`src/rtl/thermistor_adc_to_temperature_core_defines.svh`:
```
// Assertion macros used by the thermistor conversion core.
`ifndef THERMISTOR_ADC_TO_TEMPERATURE_CORE_DEFINES_SVH
`define THERMISTOR_ADC_TO_TEMPERATURE_CORE_DEFINES_SVH

// Assert that an antecedent implies a consequent in the same cycle.
`define TADC_ASSERT_IMP(label, clk, rst_n, ante, cons, msg) \
	label: assert property (@(posedge clk) disable iff (!rst_n) (ante) |-> (cons)) \
		else $error(msg);

// Assert that an antecedent implies a consequent in the next cycle.
`define TADC_ASSERT_NEXT(label, clk, rst_n, ante, cons, msg) \
	label: assert property (@(posedge clk) disable iff (!rst_n) (ante) |=> (cons)) \
		else $error(msg);

`endif

```
`src/rtl/tadc_pkg.sv`:
```
package tadc_pkg;

	typedef enum logic [2:0] {
		ST_OK    = 3'd0,
		ST_SHORT = 3'd1,
		ST_OPEN  = 3'd2,
		ST_BELOW = 3'd3,
		ST_ABOVE = 3'd4
	} status_t;

	typedef enum logic [2:0] {
		S_IDLE,
		S_SRCH,
		S_FETCH,
		S_FETCH2,
		S_DIV,
		S_OUT
	} state_t;

	typedef enum logic {
		REG_SHORT = 1'b0,
		REG_OPEN  = 1'b1
	} reg_idx_t;

	localparam int unsigned CURVE_W = 12;
	localparam int unsigned CURVE_OFFSET = 20;
	localparam int unsigned TENTHS = 10;
	localparam int unsigned CURVE_LEN = 141;

	localparam logic [CURVE_W-1:0] CURVE [CURVE_LEN] = '{
		12'd387, 12'd407, 12'd429, 12'd451, 12'd474, 12'd498, 12'd523, 12'd549,
		12'd575, 12'd603, 12'd631, 12'd660, 12'd691, 12'd722, 12'd754, 12'd787,
		12'd820, 12'd855, 12'd890, 12'd927, 12'd964, 12'd1002, 12'd1040, 12'd1079,
		12'd1119, 12'd1160, 12'd1201, 12'd1244, 12'd1286, 12'd1329, 12'd1373,
		12'd1417, 12'd1461, 12'd1506, 12'd1551, 12'd1596, 12'd1641, 12'd1686,
		12'd1732, 12'd1777, 12'd1823, 12'd1868, 12'd1913, 12'd1958, 12'd2003,
		12'd2048, 12'd2093, 12'd2137, 12'd2181, 12'd2225, 12'd2269, 12'd2312,
		12'd2354, 12'd2396, 12'd2438, 12'd2479, 12'd2519, 12'd2559, 12'd2598,
		12'd2636, 12'd2674, 12'd2711, 12'd2748, 12'd2784, 12'd2819, 12'd2853,
		12'd2887, 12'd2920, 12'd2952, 12'd2984, 12'd3014, 12'd3044, 12'd3074,
		12'd3102, 12'd3130, 12'd3157, 12'd3184, 12'd3209, 12'd3235, 12'd3259,
		12'd3283, 12'd3306, 12'd3329, 12'd3351, 12'd3372, 12'd3393, 12'd3413,
		12'd3433, 12'd3452, 12'd3470, 12'd3488, 12'd3506, 12'd3523, 12'd3540,
		12'd3556, 12'd3571, 12'd3587, 12'd3601, 12'd3616, 12'd3629, 12'd3643,
		12'd3656, 12'd3668, 12'd3681, 12'd3693, 12'd3704, 12'd3715, 12'd3726,
		12'd3736, 12'd3746, 12'd3756, 12'd3766, 12'd3775, 12'd3784, 12'd3793,
		12'd3801, 12'd3809, 12'd3817, 12'd3825, 12'd3832, 12'd3839, 12'd3846,
		12'd3853, 12'd3860, 12'd3866, 12'd3872, 12'd3878, 12'd3884, 12'd3890,
		12'd3895, 12'd3901, 12'd3906, 12'd3911, 12'd3916, 12'd3920, 12'd3925,
		12'd3929, 12'd3934, 12'd3938, 12'd3942, 12'd3946
	};

endpackage

```
`src/rtl/thermistor_adc_to_temperature_core.sv`:
```
// Thermistor ADC reading to temperature in tenths of a degree C.
// Input channel: adc_value with in_valid/in_ready. Output channel: status and
// temperature with out_valid/out_ready. One result per reading.
// Registers via cfg_we/cfg_index/cfg_data: 0 short threshold, 1 open threshold.
// Threshold and curve-end checks decide faults in the accept cycle. In-range
// readings binary search the curve ROM (registered read), fetch the
// bracketing pair, then a restoring divider loads the span and yields the
// tenths fraction one bit a cycle. out_valid rises in the cycle after a
// fault transfer, and after the search, fetch and divide states for an
// in-range transfer; one reading is in flight at a time, so a new reading
// is taken only after the result has transferred and the controller is
// back in idle. The curve ROM read port sets the search length.
// Reset clears thresholds to 15 and 4096, the held temperature to zero and
// returns the controller to idle. While the receiver stalls, the result
// holds on the output and no new reading is taken.
`include "thermistor_adc_to_temperature_core_defines.svh"

module thermistor_adc_to_temperature_core (
	input  logic        clk,
	input  logic        arst_n,
	input  logic        in_valid,
	output logic        in_ready,
	input  logic [11:0] adc_value,
	output logic        out_valid,
	input  logic        out_ready,
	output logic [2:0]  status,
	output logic signed [11:0] temperature,
	input  logic        cfg_we,
	input  logic        cfg_index,
	input  logic [12:0] cfg_data
);

	localparam int unsigned TABLE_ENTRIES = tadc_pkg::CURVE_LEN;
	localparam int unsigned IW = $clog2(TABLE_ENTRIES);

	tadc_pkg::state_t state_q, state_d;
	logic [11:0] short_q;
	logic [12:0] open_q;
	logic [11:0] held_q;
	logic [11:0] v_q;
	logic [IW-1:0] l_q, r_q;
	logic [IW-1:0] addr;
	logic [11:0] rdata;
	logic [11:0] tl_q;
	logic [11:0] span_q;
	logic [15:0] num_q;
	logic [3:0] quo_q;
	logic [2:0] cnt_q;
	logic [2:0] status_q;
	logic [IW-1:0] mid;
	logic [IW:0] sum_lr;
	logic [11:0] curve_lo, curve_hi;
	logic [2:0] fault;
	logic [15:0] dvs;
	logic [16:0] trial;
	logic [11:0] base_l;

	assign curve_lo = tadc_pkg::CURVE[0];
	assign curve_hi = tadc_pkg::CURVE[TABLE_ENTRIES-1];
	assign sum_lr = {1'b0, l_q} + {1'b0, r_q};
	assign mid = sum_lr[IW:1];

	// Classify faults on the incoming reading
	always_comb begin
		if (adc_value <= short_q) begin
			fault = tadc_pkg::ST_SHORT;
		end else if ({1'b0, adc_value} >= open_q) begin
			fault = tadc_pkg::ST_OPEN;
		end else if (adc_value < curve_lo) begin
			fault = tadc_pkg::ST_BELOW;
		end else if (adc_value > curve_hi) begin
			fault = tadc_pkg::ST_ABOVE;
		end else begin
			fault = tadc_pkg::ST_OK;
		end
	end

	assign in_ready = (state_q == tadc_pkg::S_IDLE);
	assign out_valid = (state_q == tadc_pkg::S_OUT);
	assign status = status_q;
	assign temperature = held_q;

	// Address the ROM: midpoint while searching, then l and r
	always_comb begin
		case (state_q)
			tadc_pkg::S_SRCH:   addr = mid;
			tadc_pkg::S_FETCH2: addr = r_q;
			default:            addr = l_q;
		endcase
	end

	tadc_rom #(.WIDTH(12), .DEPTH(TABLE_ENTRIES)) u_rom (
		.clk   (clk),
		.addr  (addr),
		.rdata (rdata)
	);

	// Align the divisor with the quotient bit under test
	always_comb begin
		case (cnt_q)
			3'd1:    dvs = {1'b0, span_q, 3'd0};
			3'd2:    dvs = {2'd0, span_q, 2'd0};
			3'd3:    dvs = {3'd0, span_q, 1'b0};
			default: dvs = {4'd0, span_q};
		endcase
	end

	assign trial = {1'b0, num_q} - {1'b0, dvs};
	assign base_l = 12'(32'(l_q) * tadc_pkg::TENTHS - tadc_pkg::CURVE_OFFSET * tadc_pkg::TENTHS);

	// Next state
	always_comb begin
		state_d = state_q;
		case (state_q)
			tadc_pkg::S_IDLE: begin
				if (in_valid) begin
					state_d = (fault == tadc_pkg::ST_OK) ? tadc_pkg::S_SRCH
						: tadc_pkg::S_OUT;
				end
			end
			tadc_pkg::S_SRCH: begin
				if (cnt_q[0] && (r_q - l_q <= IW'(2))) begin
					state_d = tadc_pkg::S_FETCH;
				end
				if (!cnt_q[0] && (r_q - l_q <= IW'(1))) begin
					state_d = tadc_pkg::S_FETCH;
				end
			end
			tadc_pkg::S_FETCH:  state_d = tadc_pkg::S_FETCH2;
			tadc_pkg::S_FETCH2: state_d = tadc_pkg::S_DIV;
			tadc_pkg::S_DIV:    if (cnt_q == 3'd4) state_d = tadc_pkg::S_OUT;
			tadc_pkg::S_OUT:    if (out_ready) state_d = tadc_pkg::S_IDLE;
			default:            state_d = tadc_pkg::S_IDLE;
		endcase
	end

	always_ff @(posedge clk or negedge arst_n) begin
		if (!arst_n) begin
			state_q <= tadc_pkg::S_IDLE;
			short_q <= 12'd15;
			open_q <= 13'd4096;
			held_q <= '0;
			status_q <= tadc_pkg::ST_OK;
			cnt_q <= '0;
		end else begin
			state_q <= state_d;
			// Write configuration registers
			if (cfg_we) begin
				if (cfg_index == tadc_pkg::REG_SHORT) short_q <= cfg_data[11:0];
				else open_q <= cfg_data;
			end
			case (state_q)
				tadc_pkg::S_IDLE: begin
					status_q <= fault;
					cnt_q <= '0;
				end
				tadc_pkg::S_SRCH:  cnt_q <= cnt_q + 3'd1;
				tadc_pkg::S_FETCH2: cnt_q <= '0;
				tadc_pkg::S_DIV: begin
					cnt_q <= cnt_q + 3'd1;
					// Load the held value once the last quotient bit is in
					if (cnt_q == 3'd4) begin
						if (v_q == tl_q || span_q == '0) begin
							held_q <= base_l;
						end else begin
							held_q <= base_l + 12'({quo_q[2:0], !trial[16]});
						end
					end
				end
				default: ;
			endcase
		end
	end

	// Datapath: search bounds, bracket values and division
	always_ff @(posedge clk) begin
		case (state_q)
			tadc_pkg::S_IDLE: begin
				v_q <= adc_value;
				l_q <= '0;
				r_q <= IW'(TABLE_ENTRIES - 1);
			end
			tadc_pkg::S_SRCH: begin
				// Odd cycle: ROM holds curve[mid] of the previous cycle
				if (cnt_q[0]) begin
					if (v_q > rdata) l_q <= mid;
					else r_q <= mid;
				end
			end
			tadc_pkg::S_FETCH: ;
			tadc_pkg::S_FETCH2: begin
				// rdata holds curve[l]; r is read now and lands in DIV 0
				tl_q <= rdata;
				num_q <= 16'(32'(v_q - rdata) * tadc_pkg::TENTHS);
				quo_q <= '0;
			end
			tadc_pkg::S_DIV: begin
				if (cnt_q == 3'd0) begin
					span_q <= rdata - tl_q;
				end
				if (cnt_q != 3'd0) begin
					if (!trial[16]) num_q <= trial[15:0];
					quo_q <= {quo_q[2:0], !trial[16]};
				end
			end
			default: ;
		endcase
	end

	`TADC_ASSERT_IMP(a_ready_idle, clk, arst_n, in_ready, !out_valid, "ready while result pending")
	`TADC_ASSERT_NEXT(a_fault_hold, clk, arst_n, in_valid && in_ready && fault != tadc_pkg::ST_OK, out_valid && temperature == $past(temperature), "fault changed temperature")
	`TADC_ASSERT_NEXT(a_stall, clk, arst_n, out_valid && !out_ready, out_valid && $stable(status), "result dropped on stall")

endmodule

```
`src/rtl/tadc_rom.sv`:
```
// Curve store: constant table with a registered read port.
module tadc_rom #(
	parameter int unsigned WIDTH = 12,
	parameter int unsigned DEPTH = 141
) (
	input  logic                     clk,
	input  logic [$clog2(DEPTH)-1:0] addr,
	output logic [WIDTH-1:0]         rdata
);

	// Register the read of the selected entry
	always_ff @(posedge clk) begin
		if (32'(addr) < tadc_pkg::CURVE_LEN) begin
			rdata <= WIDTH'(tadc_pkg::CURVE[addr]);
		end else begin
			rdata <= '0;
		end
	end

endmodule
```
`config.mk`:
```
export PLATFORM = sky130hd
export DESIGN_NAME = thermistor_adc_to_temperature_core
export DESIGN_NICKNAME = d
export VERILOG_FILES = /design/src/rtl/tadc_pkg.sv /design/src/rtl/thermistor_adc_to_temperature_core.sv /design/src/rtl/tadc_rom.sv
export VERILOG_INCLUDE_DIRS = /design/src /design/src/rtl
export SDC_FILE = /design/constraint.sdc
export NUM_CORES = 1
export LEC_CHECK = 0
export BUFFER_PORTS_ARGS = -buffer_cell sky130_fd_sc_hd__buf_2
export CORE_ASPECT_RATIO = 0.5
export CORE_MARGIN = 10
export CORE_UTILIZATION = 60
export DETAILED_ROUTE_END_ITERATION = 10
export PLACE_DENSITY = 0.78
export SYNTH_ARGS = -nofsm -noshare
export SYNTH_HDL_FRONTEND = slang
export SYNTH_SLANG_ARGS = --single-unit
```
`constraint.sdc`:
```
create_clock -name clk -period 9.35 [get_ports clk]
set_input_delay 0.4675 -clock clk [delete_from_list [all_inputs] [get_ports clk]]
set_output_delay 0.4675 -clock clk [all_outputs]
set_load 0.005 [all_outputs]
```
# Word-level counts from Yosys, hierarchy flattened
# Memory sizes are Yosys's and may differ from the RTL's. A register that Yosys moved wholly into a read port is not among the register bits.
# Index checks and enable logic that the tools add are counted.
[word_totals]
ff_bits = 117
latch_bits = 0
ram_bits = 0
mem_bits_ro = 3072
input_bits = 31
out_inout_bits = 17
wordCells = 104
memories = 1
[op_classes]
add_sub_neg = 8
n_mul = 2
div_mod_pow = 0
n_lt_le_gt_ge = 8
eq_ne = 19
n_shift = 0
muxes = 26
n_bitwise = 2
reduce_logical = 25
[memory_table]
columns = ["name", "depth", "width", "rd", "rd_ports_with_merged_regs", "write_ports", "line", "text"]
rows = [
  ["(name not given)", 256, 12, 1, 1, 0, "tadc_rom.sv:14", "rdata <= WIDTH'(tadc_pkg::CURVE[addr]);"],
]
[op_table]
columns = ["operator", "count"]
rows = [
  ["8-bit one-hot mux with 2 select lines", 3],
  ["15-bit one-hot mux with 3 select lines", 1],
  ["3-bit two-way mux", 11],
  ["32-bit by 3-bit multiplier with 15-bit output (second input constant)", 1],
  ["16-bit two-way mux", 2],
  ["8-bit two-way mux", 4],
  ["16-bit one-hot mux with 2 select lines", 1],
  ["3-bit one-hot mux with 6 select lines", 1],
  ["16-bit by 16-bit subtractor with 17-bit output", 1],
  ["2-bit inequality test (second input constant)", 7],
  ["12-bit by 13-bit greater-or-equal comparator with 1-bit output", 1],
  ["12-bit by 12-bit subtractor with 13-bit output", 1],
  ["12-bit by 4-bit adder with 12-bit output", 1],
  ["12-bit == test", 1],
  ["3-bit by 2-bit == test with 1-bit output (second input constant)", 4],
  ["12-bit greater-than comparator", 1],
  ["12-bit greater-than comparator (second input constant)", 1],
  ["12-bit <= comparator", 1],
  ["12-bit logical NOT", 1],
  ["12-bit by 9-bit less-than comparator with 1-bit output (second input constant)", 1],
  ["12-bit two-way mux", 1],
  ["3-bit one-hot mux with 2 select lines", 2],
  ["12-bit subtractor", 1],
  ["12-bit by 8-bit subtractor with 12-bit output (second input constant)", 1],
  ["other kinds (23)", 40],
]

# Depth between registers and ports, before layout
[depth]
word_depth = 9
depth_mapped = 21
mapped_depth_nobuf = 21

# Modules after synthesis
# A second synthesis with hierarchy kept.
[hier_totals]
cells_unflattened = 1364
hier_area_um2 = 11748.8
[modules_own_cells]
columns = ["module", "n_inst", "cells_each", "area_per_inst_um2"]
rows = [
  ["thermistor_adc_to_temperature_core", 1, 990, 9217.6],
  ["tadc_rom", 1, 374, 2531.2],
]

# Worst setup path before layout
# Ideal clock, no wire load.
[synth_path]
path_type = "flip-flop to flip-flop"
start = "reg cnt_q[0]"
end = "reg num_q[0] (enable)"
setup_ns = 0.414
t_arrival_ns = 4.312
required_ns = 8.936
setup_slack_ns = 4.624
path_stages_with_launch = 17
n_path_buf = 1
path_cell_list = "dfrtp_1 > ha_1 > ha_1 > clkbuf_1 > nand2_1 > o21a_1 > inv_1 > fa_1 > nand2b_1 > a21boi_0 > o21ai_0 > a311oi_1 > o21ai_0 > a21boi_0 > o311ai_0 > nor3b_1 > a21boi_0"
[synth_between]
elab_chain_cells = 5
[synth_lines]
columns = ["item", "line", "text"]
rows = [
  ["start, declared", "thermistor_adc_to_temperature_core.sv:48", "logic [2:0] cnt_q;"],
  ["start signal, assigned", "thermistor_adc_to_temperature_core.sv:157", "tadc_pkg::S_SRCH: cnt_q <= cnt_q + 3'd1;"],
  ["start signal, assigned", "thermistor_adc_to_temperature_core.sv:160", "cnt_q <= cnt_q + 3'd1;"],
  ["3-bit by 2-bit == test with 1-bit output or 3-bit by 1-bit == test with 1-bit output (tied branches)", "thermistor_adc_to_temperature_core.sv:100", "case (cnt_q)"],
  ["15-bit one-hot mux with 3 select lines", "thermistor_adc_to_temperature_core.sv:100", ""],
  ["16-bit by 16-bit subtractor with 17-bit output", "thermistor_adc_to_temperature_core.sv:108", "assign trial = {1'b0, num_q} - {1'b0, dvs};"],
  ["2-bit inequality test (no source line)", "n/a", ""],
  ["3-bit AND reduction (no source line) *", "n/a", ""],
  ["end signal, assigned", "thermistor_adc_to_temperature_core.sv:194", "num_q <= 16'(32'(v_q - rdata) * tadc_pkg::TENTHS);"],
  ["end signal, assigned", "thermistor_adc_to_temperature_core.sv:202", "if (!trial[16]) num_q <= trial[15:0];"],
  ["end, declared", "thermistor_adc_to_temperature_core.sv:46", "logic [15:0] num_q;"],
]
# Mark *: on every way between the ends. The rest lies on a longest branch, timed or not.
# A chain may end at the register's enable or synchronous reset.

# Final worst setup path
[layout_path]
start = "reg u_rom.rdata[1]"
end = "reg num_q[13] (data pin)"
[layout_between]
elab_chain_cells = 3
[layout_lines]
columns = ["item", "line", "text"]
rows = [
  ["start, declared", "tadc_rom.sv:8", "output logic [WIDTH-1:0] rdata"],
  ["12-bit by 12-bit subtractor with 13-bit output", "thermistor_adc_to_temperature_core.sv:194", ""],
  ["32-bit by 3-bit multiplier with 15-bit output", "thermistor_adc_to_temperature_core.sv:194", ""],
  ["16-bit one-hot mux with 2 select lines", "thermistor_adc_to_temperature_core.sv:177", "case (state_q)"],
]
# Every way passes these cells.

==> reports/metrics.yaml <==
grt_pass1_vias: 10300
finalCritPeriodShare: 0.522
synth_ff_type: "edfxtp_1"
die_w_um: 218
clkSinkCount: 129
setup_viol: 0
ys_ff_latch: 129
slowest_stage: "or4b_2"
diodes: 0
post-route-min-period_ns: 4.88
track_usage: 0.245
r2r_start: "u_rom.rdata[1]"
synthXorXnorAreaFrac: 0.0500
cp_cell_sequence: "inv_1, ha_1, nor2b_1, o21ai_0, a21boi_0, o21ai_0, a21boi_0, o21ai_0, a311o_1, or4b_2, o311ai_0, ha_1, ha_1, nand3_1, nand2_1, a41oi_1, nor2b_1, xnor2_1, nand2_1, o21ai_0"
hold_viol_final: 0
vias: 10900
clock_path_buffers: 2
core_mm2: 0.0193
drcViolationCount: 0
viasPerCell: 6.55
layout.nets: 1555
synth_fa_ha_area_frac: 0.154
cp-start-kind: "flop"
wl_per_cell_um: 19.6
slew_headroom: 0.231
path_common_cell: "o21ai_0"
synthMuxAreaShare: 0.0247
grt_pass1_wl_um: 52500
htreeDepth: 4
rsz0062_at_grt: "false"
setup_tns_ns: 0
cts_tree: "yes"
totalWireLength_um: 32600
place_hpwl_um: 23800
criticalPathCategory: "reg2reg"
grt_max_degree: 59
cp_top_family: "compound AO/OA/AOI/OAI gates"
maxCapViolations: 0
drt_iter0_markers: 1441
grt_antenna_before_repair: 0
holdWs_ns: 0.141
ys_types: 82
area_delta_synth_final_pct: 8.10
crit_fanout: 5
critPathMaxStageDelay_ns: 0.59
drv_slew: 0
pre_cts_slack_ns: 4.60
overflow: 0
portBuffers: 47
r2r-end: "num_q[13]"
cts_root_buffer: "clkbuf_16"
ios: 48
cts_hold_repair.buffers: 0
syn_inst: 1373
r2r_cells: 20
synth_compound_area_frac: 0.243
num-fill-cells: 1583
dr.pass1.iters: 6
cts_buffers: 17
design_area_mm2: 0.0127
post_cts_buffers: 0
clk_pin_slew_ns: 0.06
worstSkewPairLatency_ns: 0.43
synth_top_family_by_area: "compound AO/OA/AOI/OAI gates"
final_antenna_net_count: 0
syn_nets: 1543
synth-simple-area-share: 0.166
syn_area_mm2: 0.0117
crit_required_ns: 9.50
yosys_warnings: 0
drive_above_1_share: 0.100
skew_ns: 0.00954
synthArstFlopShare: 0.357
dieArea_mm2: 0.0259
crit_buf_inv: 1
start_util: 0.608
ys_seq_area_frac: 0.300
globalplace.congestion: 1.00
rows: 36
cp-end-kind: "flop"
holdCritPathClass: "in2async"
clock.fmax_ghz: 0.205
place_area_mm2: 0.0121
regToRegSetupSlack_ns: 4.47
tightest_slew_ns: 1.15
die_y_um: 119
timing.final.ws_setup_ns: 4.47
cts_resized: 0
synth_edf_count: 71
status: "completed"
avgSynthCellArea_um2: 8.56
crit_arrival_ns: 5.03
[synthesized netlist by cell type, types with 6 or more instances]
library cell  number  share of area
a211o_1           12         0.0089
a211oi_1          22          0.014
a21boi_0          14         0.0089
a21o_1            27          0.017
a21oi_1           90          0.038
a221oi_1          10         0.0075
a222oi_1          10         0.0085
a31oi_1           17         0.0091
and2_1            10         0.0053
and3_1             6         0.0032
buf_1              9         0.0029
buf_2             22         0.0094
clkbuf_1          35          0.011
dfrtp_1           41          0.087
dfxtp_1           12          0.020
edfxtp_1          71           0.18
fa_1               8          0.014
ha_1             131           0.14
inv_1            110          0.035
mux2_2            16          0.015
mux2i_1           11         0.0094
nand2_1          121          0.039
nand2b_1          17         0.0091
nand3_1           34          0.014
nand4_1           14         0.0075
nor2_1           106          0.034
nor2b_1           19          0.010
nor3_1            31          0.013
nor3b_1            7         0.0045
o211ai_1          22          0.014
o21ai_0           93          0.040
o21ai_1            8         0.0034
o221ai_1           7         0.0052
o22ai_1            6         0.0032
o311ai_0          12         0.0089
o31ai_1           12         0.0077
or2_2              7         0.0037
or3_1             11         0.0059
xnor2_1           46          0.034
xor2_1            21          0.016
[metrics by stage]
stage,cells,utilization
finish,1664,0.657
detailed placement,1632,0.628
global route,1664,0.657
CTS,1664,0.657
floorplan,1373,-
global placement,1632,0.628
[how the worst max path moves through the flow]
stage	start	to	slack, ns	depth (start not counted)
floorplan	cnt_q[0]	num_q[0]	4.62	16
global placement	u_rom.rdata[1]	num_q[13]	4.76	20
detailed placement	u_rom.rdata[1]	num_q[13]	4.60	20
CTS	u_rom.rdata[1]	num_q[13]	4.57	20
global route	u_rom.rdata[1]	num_q[13]	4.18	20
finish	u_rom.rdata[1]	num_q[13]	4.47	20
[per-layer routing]
layer	wire (um)	vias up	GRT usage
li1	-	5077	-
met3	3220	94	0.0614
met5	0	-	0
met4	863	0	0.0862
met1	14300	5141	0.332
met2	14300	589	0.372
[flip-flops by register name (all words and copies together) (netlist names)]
signal	flops
cnt_q	3
l_q	8
num_q	16
open_q	13
quo_q	3
r_q	8
short_q	12
span_q	12
state_q	3
status	3
temperature	12
tl_q	12
u_rom.rdata	12
v_q	12
[cells by family (layout without fill, tap and decap cells)]
group / after synthesis / in the layout
AO/OA/AOI/OAI: 423 / 423
flip-flops: 129 / 129
adder cells (fa/ha/maj): 140 / 140
XOR/XNOR: 67 / 67
AND/OR/NAND/NOR: 404 / 404
buffers and inverters: 183 / 208
multiplexers: 27 / 27
[placed cells by master (no fill, tap or decap), types with 8 or more instances in the layout]
| cell type | n |
|---|---|
| and2_1 | 10 |
| a31oi_1 | 17 |
| a21o_1 | 27 |
| a21boi_0 | 13 |
| dfrtp_1 | 41 |
| a211oi_1 | 22 |
| a222oi_1 | 10 |
| a21oi_1 | 90 |
| o311ai_0 | 12 |
| nand3_1 | 34 |
| xor2_1 | 21 |
| a211o_1 | 12 |
| buf_2 | 47 |
| clkbuf_16 | 17 |
| edfxtp_1 | 71 |
| nand2_1 | 121 |
| nand4_1 | 14 |
| a221oi_1 | 10 |
| xnor2_1 | 46 |
| nor2b_1 | 19 |
| o211ai_1 | 22 |
| mux2i_1 | 11 |
| nand2b_1 | 17 |
| buf_4 | 15 |
| fa_1 | 8 |
| ha_1 | 131 |
| or3_1 | 11 |
| inv_1 | 110 |
| nor2_1 | 105 |
| nor3_1 | 30 |
| mux2_2 | 16 |
| o31ai_1 | 12 |
| o21ai_0 | 93 |
| dfxtp_1 | 12 |
[layout make-up]
cell class              count  area, um^2  share of cell area
repair buffers             62         348              0.0274
flip-flops and latches    129        3530               0.278
clock inverters            14         131              0.0103
multi-input cells        1061        7500               0.591
inverters                 114         428              0.0337
well taps                 266         333              0.0262
clock buffers              18         429              0.0338
Power is left out: the tool's default activity adds up to more than one toggle a clock period on the data nets, which glitch-free logic cannot reach.
